## config.mk

```make
export PLATFORM = sky130hd
export DESIGN_NAME = lz_cell
export DESIGN_NICKNAME = d
export VERILOG_FILES = /design/src/design/lz_cell.sv
export SDC_FILE = /design/constraint.sdc
export NUM_CORES = 1
export LEC_CHECK = 0
export BUFFER_PORTS_ARGS = -buffer_cell sky130_fd_sc_hd__buf_4
export CAP_MARGIN = 25
export CORE_MARGIN = 2
export CORE_UTILIZATION = 35
export CTS_CLUSTER_DIAMETER = 50
export DETAILED_ROUTE_END_ITERATION = 6
export PLACE_DENSITY_LB_ADDON = 0.1
export SYNTH_ARGS = -nofsm -noshare
export SYNTH_HDL_FRONTEND = slang
export SYNTH_SLANG_ARGS = --single-unit
```

## constraint.sdc

```tcl
create_clock -name clk_i -period 1.1 [get_ports clk_i]
set_clock_uncertainty 0.2 [all_clocks]
set_input_delay 0.22 -clock clk_i [delete_from_list [all_inputs] [get_ports clk_i]]
set_output_delay 0.22 -clock clk_i [all_outputs]
set_load 0.01 [all_outputs]
```

## src/design/lz_cell.sv

```systemverilog
// One cell of the match row: a lookahead byte, a window byte and their compare.
`default_nettype none
module lz_cell (
  input  wire logic       clk_i,
  input  wire logic       shift_lk_i,
  input  wire logic       shift_win_i,
  input  wire logic [7:0] lk_i,
  input  wire logic [7:0] win_i,
  output logic      [7:0] lk_o,
  output logic      [7:0] win_o,
  output logic            eq_o
);

  logic [7:0] lk_q;
  logic [7:0] win_q;

  always_ff @(posedge clk_i) begin
    if (shift_lk_i) begin
      lk_q <= lk_i;
    end
    if (shift_win_i) begin
      win_q <= win_i;
    end
  end

  assign lk_o  = lk_q;
  assign win_o = win_q;
  assign eq_o  = (lk_q == win_q);

endmodule
`default_nettype wire

```

==> impl_metrics.py <==
metrics = {
    "outcome": {
        "status": "finished, violations left",
        "violations": "negative setup slack",
    },
    "critical_path": {
        "criticalPathCategory": "reg2out",
        "startpoint": "win_o[4]$_DFFE_PP_",
        "critical_path.top_delay_family": "flip-flops",
        "crit_path_end_kind": "output port",
        "startpoint_type": "register",
        "crit_fanout": 2,
        "critPathBufInv": 1,
        "cp_cell_sequence": "xnor2_1 -> nand4_1 -> nor2_2 -> buf_4",
        "critPathMaxStageDelay_ns": 0.43,
        "worstPathArrival_ns": 1.26,
        "worst-path-stages": 4,
        "critical_path.slowest_cell": "edfxtp_1",
        "endpoint": "eq_o",
        "cp.required_ns": 0.68,
    },
    "die": {
        "die_w_microns": 44.2,
        "start_util": 0.376,
        "die_area_sq_mm": 0.00196,
        "core_area_sq_mm": 0.00151,
        "die_h_microns": 44.2,
        "num_rows": 14,
        "ios": 36,
    },
    "cells_and_area": {
        "antenna_cells": 0,
        "fin_nets": 116,
        "area_growth_pct": 121,
        "final_util": 0.831,
        "fin_cells": 111,
        "drive_gt1_frac": 0.589,
    },
    "synthesis": {
        "synth_fp_nets": 46,
        "syn_inst": 27,
        "ys_seq_area_frac": 0.848,
        "avgSynthCellArea_sq_um": 21.0,
        "yosys.area.top_type": "edfxtp_1",
        "synth_cell_type_count": 4,
        "ys_top_cells_by_area": "edfxtp_1 85%, xnor2_1 12%, nand4_1 2.2%, nor2_1 0.66%",
        "synth.most_common_cell": "edfxtp_1",
        "synth_commonest_cells": "16 x edfxtp_1, 8 x xnor2_1, 2 x nand4_1, 1 x nor2_1",
        "synthArstFlopShare": 0,
        "synth_area_sq_um": 567,
        "ys_warn_count": 0,
        "ys_seq_elements": 16,
        "yosysTopAreaCellShare": 0.848,
        "synth_edf_count": 16,
        "ys.flop_type": "edfxtp_1",
    },
    "global_route": {
        "grt_overflow": 0,
        "grt_usage": 0.167,
        "grt_start_max_net_pins": 9,
        "antenna_found_initial": 0,
        "grt_pass1_wl_microns": 2210,
        "grt_pass1_vias": 534,
    },
    "power_and_ir_drop": {
        "p_leak_nw": 0.538,
        "vdd_drop_max_v": 0.000834,
        "power_density_mw_per_mm2": 1150,
    },
    "placement": {
        "numPlacedInstances": 88,
        "gp_congestion": 0.746,
        "hpwlAfterDp_microns": 914,
        "io_buffer_count": 35,
    },
    "sta": {
        "rsz0062_at_grt": "yes",
        "setup_viol": 17,
        "maxSlewHeadroom": 0.887,
        "slew_violations": 0,
        "min_period_ns": 1.68,
        "worst-slew-pin-transition_ns": 0.169,
        "hold_viol": 0,
        "fin_crit_sh": 1.53,
        "setup_slack_ns": -0.585,
        "clock.fmax_ghz": 0.593,
    },
    "cts": {
        "path_clk_slew_ns": 0.09,
        "clock-root-buffer": "clkbuf_4",
        "cts_tree": "done",
        "cts-buffers-inserted": 3,
        "cts_max_level": 1,
        "cts_buffer_depth": 2,
        "cts_num_sinks": 16,
    },
    "detailed_routing": {
        "vias_per_cell": 4.50,
        "ant_nets": 0,
        "vias": 499,
        "drtIter0Drc": 1,
        "post_drt_wl_per_cell_microns": 13.8,
        "drtPass1Iterations": 2,
        "drc": 0,
        "routed_wl_microns": 1530,
    },
    "run": {
        "drv_cap": 0,
    },
    "worst_hold_path": {
        "hp-class": "in2reg",
    },
}
==> placed cells by master, fill, tap and decap left out <==
master         count
buf_4             25
buf_6             24
clkbuf_4           3
dlygate4sd3_1     16
edfxtp_1          16
nand4_1            2
nor2_2             1
xnor2_1            5
xnor2_2            3
==> area by class of cell <==
class | count | area (sq um)
fillers | 70 | 254
flip-flops and latches | 16 | 480
clock buffers | 3 | 22.5
multi-input cells | 11 | 111
well taps | 16 | 20.0
repair buffers | 65 | 618
==> worst min path at each step <==
stage                startpoint  cells past startpoint            endpoint
finish              shift_win_i                      1  win_o[2]$_DFFE_PP_
global route        shift_win_i                      1  win_o[2]$_DFFE_PP_
CTS                  shift_lk_i                      1   lk_o[7]$_DFFE_PP_
detailed placement      lk_i[0]                      1   lk_o[0]$_DFFE_PP_
global placement       win_i[3]                      1  win_o[3]$_DFFE_PP_
floorplan               lk_i[0]                      0   lk_o[0]$_DFFE_PP_
==> logic make-up after synthesis <==
family / share of synthesized area
simple gates: 0.0287
flops: 0.848
xor+xnor: 0.124
==> through the flow <==
stage	worst slack [ns]	instance area (sq um)	setup TNS, ns	total power, W	hold WS, ns
6_report	-0.585	1250	-5.21	0.00144	0.0128
5_1_grt	-0.686	1250	-5.85	0.00150	0.00609
4_1_cts	-0.575	1200	-4.57	0.00140	0.0322
3_5_place_dp	-0.268	927	-0.279	0.00102	0.199
3_3_place_gp	-0.270	927	-0.270	0.00101	0.198
2_1_floorplan	-0.187	569	-0.187	0.000835	0.119
==> state kept, by name (all words and copies together), names as in the netlist <==
name and cells:
lk_o 8, win_o 8
==> repair_timing <==
| action | CTS | global route |
|---|---|---|
| buffers inserted | 3 | 7 |
| endpoints found under the setup margin | 17 | 17 |
| resized for setup | 22 | 8 |
| cloned | 0 | 0 |
| hold endpoints to repair | 16 | 0 |
| pin swaps | 7 | 5 |
| hold buffers | 16 | 0 |
==> report_power, final <==
group	internal [W]	switching [W]	total, W
registers	0.000727	0.0000451	0.000772
logic	0.000257	0.000107	0.000363
clock network	0.000128	0.000177	0.000305
total	0.00111	0.000329	0.00144
==> routing by layer <==
| layer | part of all wire | vias up | global-route usage |
|---|---|---|---|
| met2 | 0.56 | 25 | 0.324 |
| met5 | 0 | - | 0 |
| met1 | 0.35 | 231 | 0.166 |
| li1 | - | 239 | - |
| met4 | 0.024 | 0 | 0.0727 |
| met3 | 0.071 | 4 | 0.0367 |
Power figures use the tool's default switching activity.
